--- config.mk ---
export PLATFORM = sky130hd
export DESIGN_NAME = two_pool_round_robin_pe_mapper_core_flat
export DESIGN_NICKNAME = d
export VERILOG_FILES = /design/src/hdl/tprr_pkg.sv /design/src/hdl/tprr_if.sv /design/src/hdl/two_pool_round_robin_pe_mapper_core.sv /design/src/flat_wrapper.sv
export SDC_FILE = /design/constraint.sdc
export NUM_CORES = 1
export LEC_CHECK = 0
export BUFFER_PORTS_ARGS = -buffer_cell sky130_fd_sc_hd__buf_2
export CORE_UTILIZATION = 55
export DETAILED_ROUTE_END_ITERATION = 6
export PLACE_DENSITY = 0.79
export SLEW_MARGIN = 20
export SYNTH_ARGS = -nofsm -noshare
export SYNTH_HDL_FRONTEND = slang
export SYNTH_SLANG_ARGS = --single-unit
--- constraint.sdc ---
create_clock -name clk -period 8.5 [get_ports clk]
set_input_delay 0 -clock clk [delete_from_list [all_inputs] [get_ports clk]]
set_output_delay 0 -clock clk [all_outputs]
set_load 0.005 [all_outputs]
--- src/hdl/tprr_pkg.sv ---
// Package for the two-pool round-robin element mapper: widths, codes, state type
// and the pool count clamp. No dependencies; every other file imports it.
`timescale 1ns / 1ps
`default_nettype none

package tprr_pkg;

	// number of processing elements in the system
	localparam int NUM_PE = 16;

	// widths fixed by the request and response fields
	localparam int MASK_W   = 16;
	localparam int SIZE_W   = 32;
	localparam int PE_W     = 4;
	localparam int COUNT_W  = 5;
	localparam int CFG_W    = 16;
	localparam int CFG_IDX_W = 2;
	localparam int TBL_DEPTH = 16;

	// largest pool size honored; larger count registers saturate here
	localparam logic [COUNT_W-1:0] POOL_MAX = COUNT_W'(16);

	// elements at or above this number never qualify
	localparam int REACH = (NUM_PE < TBL_DEPTH) ? NUM_PE : TBL_DEPTH;
	localparam logic [COUNT_W-1:0] ELEM_REACH = COUNT_W'(REACH);

	// request action codes
	localparam logic ACT_MAP   = 1'b0;
	localparam logic ACT_LIMIT = 1'b1;

	// response status codes
	typedef enum logic [1:0] {
		STAT_ASSIGNED = 2'd0,
		STAT_RUNNING  = 2'd1,
		STAT_NO_PE    = 2'd2,
		STAT_LIMIT    = 2'd3
	} status_t;

	// configuration register indexes
	typedef enum logic [CFG_IDX_W-1:0] {
		CFG_IO_COUNT      = 2'd0,
		CFG_COMPUTE_COUNT = 2'd1,
		CFG_ACTIVE_MASK   = 2'd2,
		CFG_UNUSED        = 2'd3
	} cfg_idx_t;

	// sequencer states
	typedef enum logic [2:0] {
		S_IDLE,
		S_START,
		S_REDUCE,
		S_SCAN,
		S_RESULT
	} state_t;

	// saturate a pool count register at the pool maximum
	function automatic logic [COUNT_W-1:0] clamp_count(input logic [COUNT_W-1:0] n);
		clamp_count = (n > POOL_MAX) ? POOL_MAX : n;
	endfunction

endpackage

`default_nettype wire

--- src/hdl/tprr_if.sv ---
// Request and response channel interfaces of the element mapper.
// Depends on tprr_pkg for field widths.
`timescale 1ns / 1ps
`default_nettype none

// request channel: map a task or write one allocation limit
interface tprr_req_if;
	import tprr_pkg::*;

	logic                valid;
	logic                ready;
	logic                action;
	logic                is_normal;
	logic                already_running;
	logic [MASK_W-1:0]   exec_mask;
	logic [SIZE_W-1:0]   alloc_size;
	logic [PE_W-1:0]     limit_index;
	logic [SIZE_W-1:0]   limit_value;

	modport source (
		output valid, action, is_normal, already_running, exec_mask, alloc_size,
		       limit_index, limit_value,
		input  ready
	);
	modport sink (
		input  valid, action, is_normal, already_running, exec_mask, alloc_size,
		       limit_index, limit_value,
		output ready
	);
endinterface

// response channel: status and chosen element
interface tprr_rsp_if;
	import tprr_pkg::*;

	logic            valid;
	logic            ready;
	logic [1:0]      status;
	logic [PE_W-1:0] chosen_pe;

	modport source (output valid, status, chosen_pe, input ready);
	modport sink (input valid, status, chosen_pe, output ready);
endinterface

`default_nettype wire

--- src/hdl/two_pool_round_robin_pe_mapper_core.sv ---
// Two-pool round-robin processing-element mapper: sequencer, limit table, cursors.
// Depends on tprr_pkg and the channel interfaces in tprr_if.sv.
//
// One request at a time. A limit write, a running task or a special task goes from
// acceptance straight to the result state and from there into the response register.
// A normal task is checked one candidate element per cycle by a single qualify unit
// (mask bits and one 32-bit compare against the limit table): per pool, a start
// state loads the cursor, a reduce state folds it into the pool by repeated
// compare-subtract, and a scan state then checks up to pool-size candidates. An
// empty pool passes through its start state only. Requests are taken again while
// a finished response waits in the output register. Config writes are taken at
// any time and must only happen while no request is open.
`timescale 1ns / 1ps
`default_nettype none

module two_pool_round_robin_pe_mapper_core
	import tprr_pkg::*;
(
	input  wire logic                 clk,
	input  wire logic                 arst_n,
	tprr_req_if.sink                  req,
	tprr_rsp_if.source                rsp,
	input  wire logic                 cfg_we,
	input  wire logic [CFG_IDX_W-1:0] cfg_index,
	input  wire logic [CFG_W-1:0]     cfg_data
);

	state_t state_q, state_d;

	// configuration
	logic [COUNT_W-1:0] io_count_q;
	logic [COUNT_W-1:0] cc_count_q;
	logic [MASK_W-1:0]  active_mask_q;

	// persistent state
	logic [PE_W-1:0]    io_cursor_q;
	logic [PE_W-1:0]    cc_cursor_q;
	logic [SIZE_W-1:0]  alloc_limits_q [TBL_DEPTH];

	// working registers of the current request
	logic [MASK_W-1:0]  exec_q;
	logic [SIZE_W-1:0]  size_q;
	logic               pool_io_q;
	logic [PE_W-1:0]    idx_q;
	logic [COUNT_W-1:0] k_q;
	status_t            res_status_q;
	logic [PE_W-1:0]    res_pe_q;

	// response register
	logic               rsp_valid_q;
	status_t            rsp_status_q;
	logic [PE_W-1:0]    rsp_pe_q;

	// shared qualify unit and scan helpers
	logic [COUNT_W-1:0] cnt_io;
	logic [COUNT_W-1:0] cnt_cc;
	logic [COUNT_W-1:0] pool_cnt;
	logic [COUNT_W-1:0] base;
	logic [COUNT_W-1:0] elem;
	logic [PE_W-1:0]    elem_lo;
	logic               qual;
	logic               last;
	logic [PE_W-1:0]    idx_next;
	logic               idx_over;
	logic               accept;
	logic               rsp_free;
	logic               direct;

	assign cnt_io   = clamp_count(io_count_q);
	assign cnt_cc   = clamp_count(cc_count_q);
	assign pool_cnt = pool_io_q ? cnt_io : cnt_cc;
	assign base     = pool_io_q ? '0 : cnt_io;
	assign elem     = base + {1'b0, idx_q};
	assign elem_lo  = elem[PE_W-1:0];
	assign qual     = (elem < ELEM_REACH) && active_mask_q[elem_lo] && exec_q[elem_lo]
	                  && (size_q < alloc_limits_q[elem_lo]);
	assign last     = (k_q + COUNT_W'(1)) == pool_cnt;
	assign idx_next = (({1'b0, idx_q} + COUNT_W'(1)) == pool_cnt) ? '0 : idx_q + PE_W'(1);
	assign idx_over = {1'b0, idx_q} >= pool_cnt;

	assign accept   = req.valid && req.ready;
	assign rsp_free = !rsp_valid_q || rsp.ready;
	assign direct   = (req.action == ACT_LIMIT) || req.already_running || !req.is_normal;

	assign req.ready     = (state_q == S_IDLE);
	assign rsp.valid     = rsp_valid_q;
	assign rsp.status    = rsp_status_q;
	assign rsp.chosen_pe = rsp_pe_q;

	// state register
	always_ff @(posedge clk or negedge arst_n) begin
		if (!arst_n) begin
			state_q <= S_IDLE;
		end else begin
			state_q <= state_d;
		end
	end

	// next state
	always_comb begin
		state_d = state_q;
		unique case (state_q)
			S_IDLE: begin
				if (accept) begin
					state_d = direct ? S_RESULT : S_START;
				end
			end
			S_START: begin
				if (pool_cnt == '0) begin
					state_d = pool_io_q ? S_RESULT : S_START;
				end else begin
					state_d = S_REDUCE;
				end
			end
			S_REDUCE: begin
				state_d = idx_over ? S_REDUCE : S_SCAN;
			end
			S_SCAN: begin
				if (qual) begin
					state_d = S_RESULT;
				end else if (last) begin
					state_d = pool_io_q ? S_RESULT : S_START;
				end
			end
			S_RESULT: begin
				if (rsp_free) begin
					state_d = S_IDLE;
				end
			end
			default: state_d = S_IDLE;
		endcase
	end

	// configuration registers
	always_ff @(posedge clk or negedge arst_n) begin
		if (!arst_n) begin
			io_count_q    <= COUNT_W'(1);
			cc_count_q    <= '0;
			active_mask_q <= '1;
		end else if (cfg_we) begin
			unique case (cfg_idx_t'(cfg_index))
				CFG_IO_COUNT:      io_count_q    <= cfg_data[COUNT_W-1:0];
				CFG_COMPUTE_COUNT: cc_count_q    <= cfg_data[COUNT_W-1:0];
				CFG_ACTIVE_MASK:   active_mask_q <= cfg_data[MASK_W-1:0];
				default: ;
			endcase
		end
	end

	// limit table and pool cursors
	always_ff @(posedge clk or negedge arst_n) begin
		if (!arst_n) begin
			io_cursor_q <= '0;
			cc_cursor_q <= '0;
			for (int i = 0; i < TBL_DEPTH; i++) begin
				alloc_limits_q[i] <= '0;
			end
		end else begin
			if (accept && req.action == ACT_LIMIT) begin
				alloc_limits_q[req.limit_index] <= req.limit_value;
			end
			if (state_q == S_SCAN && qual) begin
				if (pool_io_q) begin
					io_cursor_q <= idx_next;
				end else begin
					cc_cursor_q <= idx_next;
				end
			end
		end
	end

	// working registers of the search
	always_ff @(posedge clk) begin
		unique case (state_q)
			S_IDLE: begin
				if (accept) begin
					exec_q    <= req.exec_mask;
					size_q    <= req.alloc_size;
					pool_io_q <= 1'b0;
					res_pe_q  <= '0;
					priority if (req.action == ACT_LIMIT) begin
						res_status_q <= STAT_LIMIT;
					end else if (req.already_running) begin
						res_status_q <= STAT_RUNNING;
					end else begin
						res_status_q <= STAT_ASSIGNED;
					end
				end
			end
			S_START: begin
				if (pool_cnt == '0) begin
					if (pool_io_q) begin
						res_status_q <= STAT_NO_PE;
						res_pe_q     <= '0;
					end
					pool_io_q <= 1'b1;
				end else begin
					idx_q <= pool_io_q ? io_cursor_q : cc_cursor_q;
					k_q   <= '0;
				end
			end
			S_REDUCE: begin
				// fold the cursor into the pool, one subtract per cycle
				if (idx_over) begin
					idx_q <= PE_W'({1'b0, idx_q} - pool_cnt);
				end
			end
			S_SCAN: begin
				if (qual) begin
					res_status_q <= STAT_ASSIGNED;
					res_pe_q     <= elem_lo;
				end else if (last) begin
					if (pool_io_q) begin
						res_status_q <= STAT_NO_PE;
						res_pe_q     <= '0;
					end
					pool_io_q <= 1'b1;
				end else begin
					idx_q <= idx_next;
					k_q   <= k_q + COUNT_W'(1);
				end
			end
			S_RESULT: ;
			default: ;
		endcase
	end

	// response valid
	always_ff @(posedge clk or negedge arst_n) begin
		if (!arst_n) begin
			rsp_valid_q <= 1'b0;
		end else if (state_q == S_RESULT && rsp_free) begin
			rsp_valid_q <= 1'b1;
		end else if (rsp.ready) begin
			rsp_valid_q <= 1'b0;
		end
	end

	// response payload
	always_ff @(posedge clk) begin
		if (state_q == S_RESULT && rsp_free) begin
			rsp_status_q <= res_status_q;
			rsp_pe_q     <= res_pe_q;
		end
	end

endmodule

`default_nettype wire

--- src/flat_wrapper.sv ---
// flat-port wrapper written by rule: the top's interface ports become plain ports
module two_pool_round_robin_pe_mapper_core_flat import tprr_pkg::*;
  (clk, arst_n, cfg_we, cfg_index, cfg_data, req_valid, req_action, req_is_normal, req_already_running, req_exec_mask, req_alloc_size, req_limit_index, req_limit_value, req_ready, rsp_valid, rsp_status, rsp_chosen_pe, rsp_ready);
  tprr_req_if req_i ();
  tprr_rsp_if rsp_i ();
  input  wire logic clk;
  input  wire logic arst_n;
  input  wire logic cfg_we;
  input  wire logic [CFG_IDX_W-1:0] cfg_index;
  input  wire logic [CFG_W-1:0] cfg_data;
  input wire logic [$bits(req_i.valid)-1:0] req_valid;
  input wire logic [$bits(req_i.action)-1:0] req_action;
  input wire logic [$bits(req_i.is_normal)-1:0] req_is_normal;
  input wire logic [$bits(req_i.already_running)-1:0] req_already_running;
  input wire logic [$bits(req_i.exec_mask)-1:0] req_exec_mask;
  input wire logic [$bits(req_i.alloc_size)-1:0] req_alloc_size;
  input wire logic [$bits(req_i.limit_index)-1:0] req_limit_index;
  input wire logic [$bits(req_i.limit_value)-1:0] req_limit_value;
  output wire logic [$bits(req_i.ready)-1:0] req_ready;
  output wire logic [$bits(rsp_i.valid)-1:0] rsp_valid;
  output wire logic [$bits(rsp_i.status)-1:0] rsp_status;
  output wire logic [$bits(rsp_i.chosen_pe)-1:0] rsp_chosen_pe;
  input wire logic [$bits(rsp_i.ready)-1:0] rsp_ready;
  assign req_i.valid = req_valid;
  assign req_i.action = req_action;
  assign req_i.is_normal = req_is_normal;
  assign req_i.already_running = req_already_running;
  assign req_i.exec_mask = req_exec_mask;
  assign req_i.alloc_size = req_alloc_size;
  assign req_i.limit_index = req_limit_index;
  assign req_i.limit_value = req_limit_value;
  assign req_ready = req_i.ready;
  assign rsp_valid = rsp_i.valid;
  assign rsp_status = rsp_i.status;
  assign rsp_chosen_pe = rsp_i.chosen_pe;
  assign rsp_i.ready = rsp_ready;
  two_pool_round_robin_pe_mapper_core u_core (.clk(clk), .arst_n(arst_n), .req(req_i), .rsp(rsp_i), .cfg_we(cfg_we), .cfg_index(cfg_index), .cfg_data(cfg_data));
endmodule
==> results of run 1 <==
==> how the worst max path moves through the flow <==
| stage | startpoint | endpoint | slack [ns] | depth (start not counted) |
|---|---|---|---|---|
| 6_report | u_core.pool_io_q$_DFFE_PP_ | u_core.state_q[0]$_DFFE_PN0P_ | 1.12 | 17 |
| 5_1_grt | u_core.pool_io_q$_DFFE_PP_ | u_core.state_q[0]$_DFFE_PN0P_ | 0.96 | 17 |
| 4_1_cts | u_core.pool_io_q$_DFFE_PP_ | u_core.state_q[0]$_DFFE_PN0P_ | 1.17 | 17 |
| 3_5_place_dp | u_core.pool_io_q$_DFFE_PP_ | u_core.pool_io_q$_DFFE_PP_ | 1.50 | 16 |
| 3_3_place_gp | u_core.pool_io_q$_DFFE_PP_ | u_core.pool_io_q$_DFFE_PP_ | 1.59 | 16 |
| 2_1_floorplan | u_core.pool_io_q$_DFFE_PP_ | u_core.res_pe_q[0]$_SDFFCE_PP0P_ | 1.90 | 21 |
==> final cells by class <==
| type | instances | area share, % |
|---|---|---|
| Clock buffer | 94 | 5.46 |
| Multi-Input combinational cell | 1014 | 36.7 |
| Timing Repair Buffer | 260 | 5.93 |
| Inverter | 43 | 0.489 |
| Clock inverter | 22 | 0.724 |
| Sequential cell | 620 | 48.1 |
| Tap cell | 680 | 2.58 |
| Antenna cell | 2 | 0.0152 |
==> metal layers <==
layer | vias to the layer above | wire length (um)
li1 | 7160 | -
met1 | 8999 | 29100
met2 | 481 | 33900
met3 | 145 | 3240
met4 | 4 | 1910
met5 | - | 23
==> placed cells by master (no fill, tap or decap), types with 5 or more instances in the layout <==
| cell type | n |
|---|---|
| a21o_1 | 7 |
| a21oi_1 | 21 |
| and2_1 | 6 |
| and3_1 | 6 |
| buf_2 | 116 |
| buf_4 | 32 |
| bufinv_16 | 5 |
| clkbuf_1 | 20 |
| clkbuf_16 | 63 |
| clkbuf_8 | 11 |
| clkinv_1 | 6 |
| clkinv_2 | 9 |
| dfrtp_1 | 533 |
| dfstp_2 | 17 |
| dlygate4sd3_1 | 110 |
| edfxtp_1 | 70 |
| ha_1 | 40 |
| inv_1 | 41 |
| mux2_1 | 5 |
| mux2_2 | 542 |
| mux4_2 | 159 |
| nand2_1 | 32 |
| nand2b_1 | 9 |
| nand3_1 | 24 |
| nand4_1 | 6 |
| nor2_1 | 21 |
| nor2_4 | 10 |
| nor2b_1 | 6 |
| nor3_1 | 6 |
| o211ai_1 | 9 |
| o21a_1 | 7 |
| o21ai_0 | 10 |
| xnor2_1 | 7 |
| xor2_1 | 10 |
==> logic make-up after synthesis <==
kind of cell | synth area share, %
buffers and inverters | 2.52
adders and majority gates | 1.94
xor gates and xnor gates | 0.552
AOI/OAI and AO/OA | 2.31
and+or+nand+nor | 2.85
muxes | 34.2
DFF | 55.6
==> worst max-delay path, cell delays in order (launching register included) <==
cell	delay, ns
edfxtp_1	0.32
buf_4	0.31
nor2_1	0.13
and2_1	0.21
ha_4	0.17
fa_4	1.40
buf_4	0.62
mux4_2	0.41
mux4_2	0.48
inv_1	0.08
ha_1	0.17
nand4_1	0.26
nor4_1	1.01
o2111a_1	0.43
a2111oi_4	0.14
and2_1	0.25
o32ai_1	0.27
dlygate4sd3_1	0.57
==> through the flow <==
step	hold slack, ns	power (W)	area (sq um)	worst slack [ns]	instances
after floorplan	-0.296	0.00645	28600	1.90	1806
after global placement	0.120	0.00726	29900	1.59	2507
after detailed placement	0.145	0.00738	29900	1.50	2507
after CTS	0.0461	0.0102	33000	1.17	2733
after global routing	0.0805	0.0106	33000	0.963	2734
final	0.0564	0.0101	33000	1.12	2735
==> state kept, by name, summed over array words and instances (netlist names) <==
name,count
u_core.idx_q,4
u_core.active_mask_q,16
u_core.cc_cursor_q,4
u_core.pool_io_q,1
u_core.cc_count_q,5
u_core.exec_q,16
u_core.alloc_limits_q,512
u_core.rsp.chosen_pe,4
u_core.io_count_q,5
u_core.k_q,5
u_core.size_q,32
u_core.io_cursor_q,4
u_core.state_q,3
u_core.res_pe_q,4
u_core.rsp.valid,1
u_core.res_status_q,2
u_core.rsp.status,2
==> power breakdown <==
part,internal [W],switching [W],total [W]
clock,0.00161,0.00114,0.00275
sequential,0.00360,0.000311,0.00391
combinational,0.00171,0.00177,0.00348
total,0.00691,0.00323,0.0101
==> cell usage after synthesis (3+ instances only) <==
| cell | instances | area share (%) |
|---|---|---|
| mux4_2 | 159 | 13 |
| xnor2_1 | 8 | 0.25 |
| o21a_1 | 7 | 0.18 |
| nand3_1 | 25 | 0.44 |
| dfstp_2 | 17 | 1.6 |
| nor3b_1 | 3 | 0.079 |
| ha_1 | 41 | 1.8 |
| mux2i_1 | 4 | 0.14 |
| clkbuf_1 | 66 | 0.87 |
| buf_1 | 11 | 0.14 |
| xor2_1 | 10 | 0.31 |
| nor2_1 | 31 | 0.41 |
| nor2b_1 | 6 | 0.13 |
| nand2_1 | 33 | 0.43 |
| and2_1 | 6 | 0.13 |
| mux2_1 | 5 | 0.20 |
| edfxtp_1 | 70 | 7.4 |
| inv_1 | 41 | 0.54 |
| and3_1 | 6 | 0.13 |
| nor3_1 | 7 | 0.12 |
| nand2b_1 | 9 | 0.20 |
| o21ai_0 | 10 | 0.18 |
| a21oi_1 | 21 | 0.37 |
| dfrtp_1 | 533 | 47 |
| nand4_1 | 6 | 0.13 |
| nand3b_1 | 4 | 0.11 |
| o32ai_1 | 3 | 0.092 |
| buf_2 | 50 | 0.88 |
| a21o_1 | 7 | 0.18 |
| mux2_2 | 542 | 21 |
| o211ai_1 | 9 | 0.24 |
==> repair_timing <==
| item | 4_1_cts | 5_1_grt |
|---|---|---|
| endpoints found under the setup margin | 0 | 0 |
| hold buffers | 110 | 0 |
| hold endpoints to repair | 695 | 0 |
==> impl_summary.md, run 1 <==
STA
At the pin with the least slew margin, the transition time is 1.10 ns. The number of max-slew violations in the final report was 0. The setup clock skew after layout is 0.0207 ns. In the final timing run, aggregate negative setup slack is 0 ns.

The post-route minimum period is 7.38 ns. Measured against its own limit, the worst slew margin works out to 25.8%. The number of hold violations in the final report was 0. In the finished design, the share of the clock period the worst path needs comes to 86.8%. Setup violations remaining at the end of the flow were counted as 0. Derived from the worst setup path, the maximum achievable clock frequency is 135 MHz. Setup repair after global routing left no endpoint under its margin.

Setup path
The kind of capture point of the worst setup path is a flip-flop. In this run the critical register-to-register path is launched from u_core.pool_io_q$_DFFE_PP_. Across all register-to-register paths, the minimum setup slack is 1.12 ns.

The maximum net fanout on the critical path is 52. At the worst endpoint, the required time is 9.05 ns. STA classifies the critical path startpoint as a flip-flop. The startpoint-to-endpoint class of the critical path is flip-flop to flip-flop. Measured in cells, the most critical reg-to-reg path has a length of 17. The critical path arrival is 7.93 ns. The worst register-to-register path ends at u_core.state_q[0]$_DFFE_PN0P_.

Min path
The min-delay analysis places its worst path in the category primary input to async pin.

Final layout
The layout has 3565 filler cells. The post-layout net count is 2153. Cells fill 64.3% of the core in the end. The layout-stage area growth over the synthesis result is 15.5%. In the final layout, flip-flops and latches occupy 0.0159 sq mm. The area of the multi-input gates is 0.0121 sq mm. In the final layout, the share of cells above drive strength 1 is 48.3%.

Flow run
The max-cap check violation count is 0.

Floorplan
The initial utilization of the core area, before any placement, comes to 55.7%. The vertical die dimension is 230 um. The die extent in x is 230 um.

In this run the standard cell core region covers 0.0513 sq mm. The number of cell rows is 83. In this run the count of I/O pins placed on the die edge is 118. The floorplan die area is 0.0529 sq mm.

Placement
The number of buffers inserted by port buffering is 117. Once detailed placement completed, the half-perimeter wirelength came to 39600 um. Routability-driven placement finished with a final weighted congestion of 0.807.

Clock network
The number of levels in the clock H-tree is 2. The buffer type at the clock tree root is clkbuf_16. After clock tree synthesis, the clock-pin slew on the worst setup and hold paths is 0.06 ns. The number of setup buffers added after CTS is 0.

The post-cts sizing count is 0. The total CTS buffers is 61. TritonCTS built the clock tree. The clock latency at the later pin of the worst-skew pair is 0.63 ns.

The clock passes through at most 3 buffers. The TritonCTS sink count is 620.

GRT
The layer flagged by global routing as most heavily used is met2. The pin count of the biggest net entering global routing is 181. Global routing consumed, over all layers together, 26.7% of the routing resources. The final global-route overflow total is 0.

Global routing used 3.78% of the available met3 tracks. The via count of the first global-routing pass is 18248. The first global-routing pass estimated 108000 um of wire. In the global route stage, met2 resource usage came out at 43.9%. The initial antenna violation count is 4. For this run, global-route usage on met1 was measured as 37.1%.

Power
Power spread over the standard cell area amounts to 307 mW/mm^2. The analysis attributes to cell leakage a power of 15.1 nW. The peak supply drop is 0.000276 V.

Logic synthesis
The Yosys step of the flow raised 0 warnings. When the netlist entered floorplanning its net count stood at 1959. After synthesis the cells add up to 0.0286 sq mm.

In this run, synthesis produced a sequential element count of 620. The post-synthesis sequential area ratio is 55.6%. The top flip-flop cell by instance count after synthesis is dfrtp_1.

Synthesis handed over a netlist of 1806 instances. For this run, asynchronously set or reset flops after synthesis account for 88.7%. Dividing the synthesized area by the synthesized cell count gives 15.8 sq um. The number of enable flip-flop cells after synthesis is 70.

Synthesis instantiated 74 different standard cells from the library.

Status
The flow ran to the end, and the final reports show no timing, DRC or antenna violations.

Detailed routing
The via total after detailed routing is 16789. The ratio of routed vias to standard cells is 6.14. The count of unresolved DRC violations after routing is 0. The routed wire length is 68200 um. After detailed routing, the average wire length per cell comes to 24.9 um. The antenna violation net count after detailed routing is 0. The DRC marker count from the first detailed-route iteration is 1444.

For this run, the detailed router's first-pass iteration total came to 7.
(Power assumes the default switching activity.)
==> run 2: changes to the inputs <==
- BUFFER_PORTS_ARGS: -buffer_cell sky130_fd_sc_hd__buf_2 -> default
- DONT_BUFFER_PORTS: default -> 1
- PLACE_DENSITY: 0.79 -> 0.77
==> run 2 against run 1 <==
Effect of this change: the flow now finishes with violations (hold timing, slew limit); first-iteration DRC count is 19% lower; die area stayed put; setup slack worse by 0.022 ns; wire length is 4.0% lower; clock-buffer cell count is 7 higher; worst hold slack worse by 0.89 ns; critical path type unchanged.
==> impl_summary.md, run 2 (same netlist as run 1, synthesis figures left out) <==
Detailed routing
The count of unresolved DRC violations after routing is 0. After detailed routing, the total wire length is 65500 um. The antenna violation net count after detailed routing is 0. The detailed router finished its first iteration with 1173 violations. The via total after detailed routing is 16133. The ratio of routed vias to standard cells is 6.17.

The iteration count of the initial detailed-routing pass is 6. In the final routed layout, each cell accounts on average for 25.0 um.

STA
Setup violations remaining at the end of the flow were counted as 0. The share of the clock period used by the worst path is 87.1%. The final-layout worst hold slack is -0.830 ns. The slew at the pin closest to its max-slew limit is 1.56 ns. The number of hold violations in the final report was 550. The upper clock frequency limit is 135 MHz. Headroom to the max-slew limit came out at -4.15%. The number of max-slew violations in the final report is 76. Between clock sinks in the finished design, the worst skew comes to 0.0204 ns. The final sum of negative setup slack is 0 ns. After layout, the minimum clock period comes to 7.40 ns.

Setup repair after global routing left no endpoint under its margin.

Setup path
The most critical setup path has its startpoint at u_core.pool_io_q$_DFFE_PP_. The endpoint of the most critical setup path is u_core.state_q[0]$_DFFE_PN0P_. The required arrival time at the worst endpoint is 9.01 ns. STA classifies the critical path endpoint as a flip-flop. The endpoint of the lowest-slack register-to-register path is u_core.state_q[0]$_DFFE_PN0P_. The worst register-to-register path has a depth of 17.

In this run the critical register-to-register path is launched from u_core.pool_io_q$_DFFE_PP_. Along the worst path, the maximum fanout reaches 75. The reg2reg setup slack is 1.10 ns.

For the worst setup path, the data arrival time is 7.92 ns. The worst setup path is launched from a flip-flop. The startpoint-to-endpoint class of the critical path is flip-flop to flip-flop.

Clock network
The number of buffers added to fix hold violations after cts is 113. The buffer type at the clock tree root is clkbuf_16. TritonCTS built the clock tree.

Clock-pin slew was measured on the worst setup and hold paths at 0.06 ns. The buffer depth of the longest clock path is 3. The TritonCTS sink count is 620.

The number of setup buffers added after CTS is 0. The total CTS buffers is 66. The post-cts sizing count is 0.

In this run the number of H-tree levels came out at 3. The clock latency at the later pin of the worst-skew pair is 0.59 ns.

Min path
The worst hold path belongs to the class primary input to async pin.

Power
The clock network is responsible for 27.1% of the overall power. In this run the power density over the cells is 309 mW/mm^2. Across the VDD grid, the largest voltage drop is 0.000331 V. In this run, the combinational gates consume 34.0% of the power. The sequential power share is 38.9%. The analysis attributes to cell leakage a power of 14.6 nW.

The internal power consumption is 0.00687 W. The net switching component of the power is 0.00315 W. Net switching is 31.5% of the power.

Floorplan
The number of cell rows is 83. The region available for standard cell placement spans 0.0513 sq mm. The initial utilization of the core area, before any placement, comes to 55.7%.

The number of top-level pins is 118. The die covers 0.0529 sq mm. The vertical die dimension is 230 um.

The die extent in x is 230 um.

Final layout
In the final layout, the registers with the most flip-flops are u_core.alloc_limits_q (512), u_core.size_q (32). The count of cells in the finished layout, fillers not included, comes to 2615. Leaving out fill and tap cells, the most frequent cell in the layout is mux2_2. The post-layout net count is 2039. The layout cell share with drive strength beyond 1 is 45.0%.

The flip-flop count of the largest register after layout is 512. The library cells used most frequently in the layout, excluding fill and tap cells, are 542 x mux2_2, 533 x dfrtp_1, 159 x mux4_2. The layout-stage area growth over the synthesis result is 13.4%. The largest register by flop count is u_core.alloc_limits_q.

GRT
The via count of the first global-routing pass is 17293. The first global-routing pass estimated 104000 um of wire. Entering global routing, the biggest net connects 551 pins. The initial antenna violation count is 5. For this run the aggregate overflow at the end of global routing stands at 0. The all-layer global routing usage is 25.9%.

Flow run
The max-cap check violation count is 0.

Placement
Buffers placed on the I/O ports in this run total 0. The cell count after placement is 2385. After legalization and detailed placement, the total HPWL measured 37800 um.

Routability-driven placement finished with a final weighted congestion of 0.792.

Status
The final reports fail on hold timing, slew limit. The flow ran to the end, but the final reports show violations.
## run 2: cell types whose count changed in the layout (fill, tap and decap cells not counted), sizes merged
cell         change
clkinvlp         +1
dlygate4sd3      +3
clkbuf           +7
inv              +1
clkinv           -8
bufinv           -5
buf            -122
diode            +3
## run 2: power groups by stage
stage	sequential, W	combinational (W)	clock, W
final	0.00390	0.00341	0.00271
after CTS	0.00390	0.00344	0.00277
after floorplan	0.00382	0.00263	0
after global routing	0.00397	0.00369	0.00289
after detailed placement	0.00395	0.00334	0
after global placement	0.00391	0.00326	0
## run 2: layout make-up
cell class	instances	area, sq um
flip-flops and latches	620	15900
diodes	5	12.5
multi-input cells	1014	12100
inverters	43	161
repair buffers	141	1350
clock inverters	11	71.3
fillers	3636	18900
well taps	680	851
clock buffers	101	1950
## run 2: routing by layer
metal	global-route usage, %	routed length, um
met1	36.2	28000
met4	7.18	1240
met2	41.3	31900
met3	5.46	4340
met5	0	23
## run 2: critical path, stage by stage (launching register included)
cell and delay [ns]:
edfxtp_1 0.32, buf_4 0.31, nor2_1 0.12, and2_1 0.21
ha_4 0.17, fa_4 1.34, buf_12 0.49, mux4_2 0.40
mux4_2 0.47, inv_1 0.13, ha_1 0.17, nand4_1 0.38
nor4_2 0.85, o2111a_1 0.54, a2111oi_4 0.16, and2_1 0.25
o32ai_1 0.30, dlygate4sd3_1 0.60
## run 2: worst min path at each step
stage                                             endpoint  startpoint
floorplan             u_core.alloc_limits_q[0]$_DFFE_PN0P_      arst_n
global placement          u_core.io_count_q[2]$_DFFE_PN0P_      arst_n
detailed placement        u_core.io_count_q[2]$_DFFE_PN0P_      arst_n
CTS                  u_core.alloc_limits_q[66]$_DFFE_PN0P_      arst_n
global route        u_core.alloc_limits_q[422]$_DFFE_PN0P_      arst_n
finish              u_core.alloc_limits_q[490]$_DFFE_PN0P_      arst_n
## run 2: per-stage QoR
| step | power [W] | setup WS [ns] | utilization (%) | cell area [sq um] |
|---|---|---|---|---|
| 6_report | 0.0100 | 1.10 | 63.1 | 32400 |
| 5_1_grt | 0.0106 | 0.864 | 63.1 | 32400 |
| 3_3_place_gp | 0.00717 | 1.15 | 57.0 | 29200 |
| 3_5_place_dp | 0.00728 | 1.51 | 57.0 | 29200 |
| 2_1_floorplan | 0.00645 | 1.90 | - | 28600 |
| 4_1_cts | 0.0101 | 1.17 | 63.1 | 32400 |
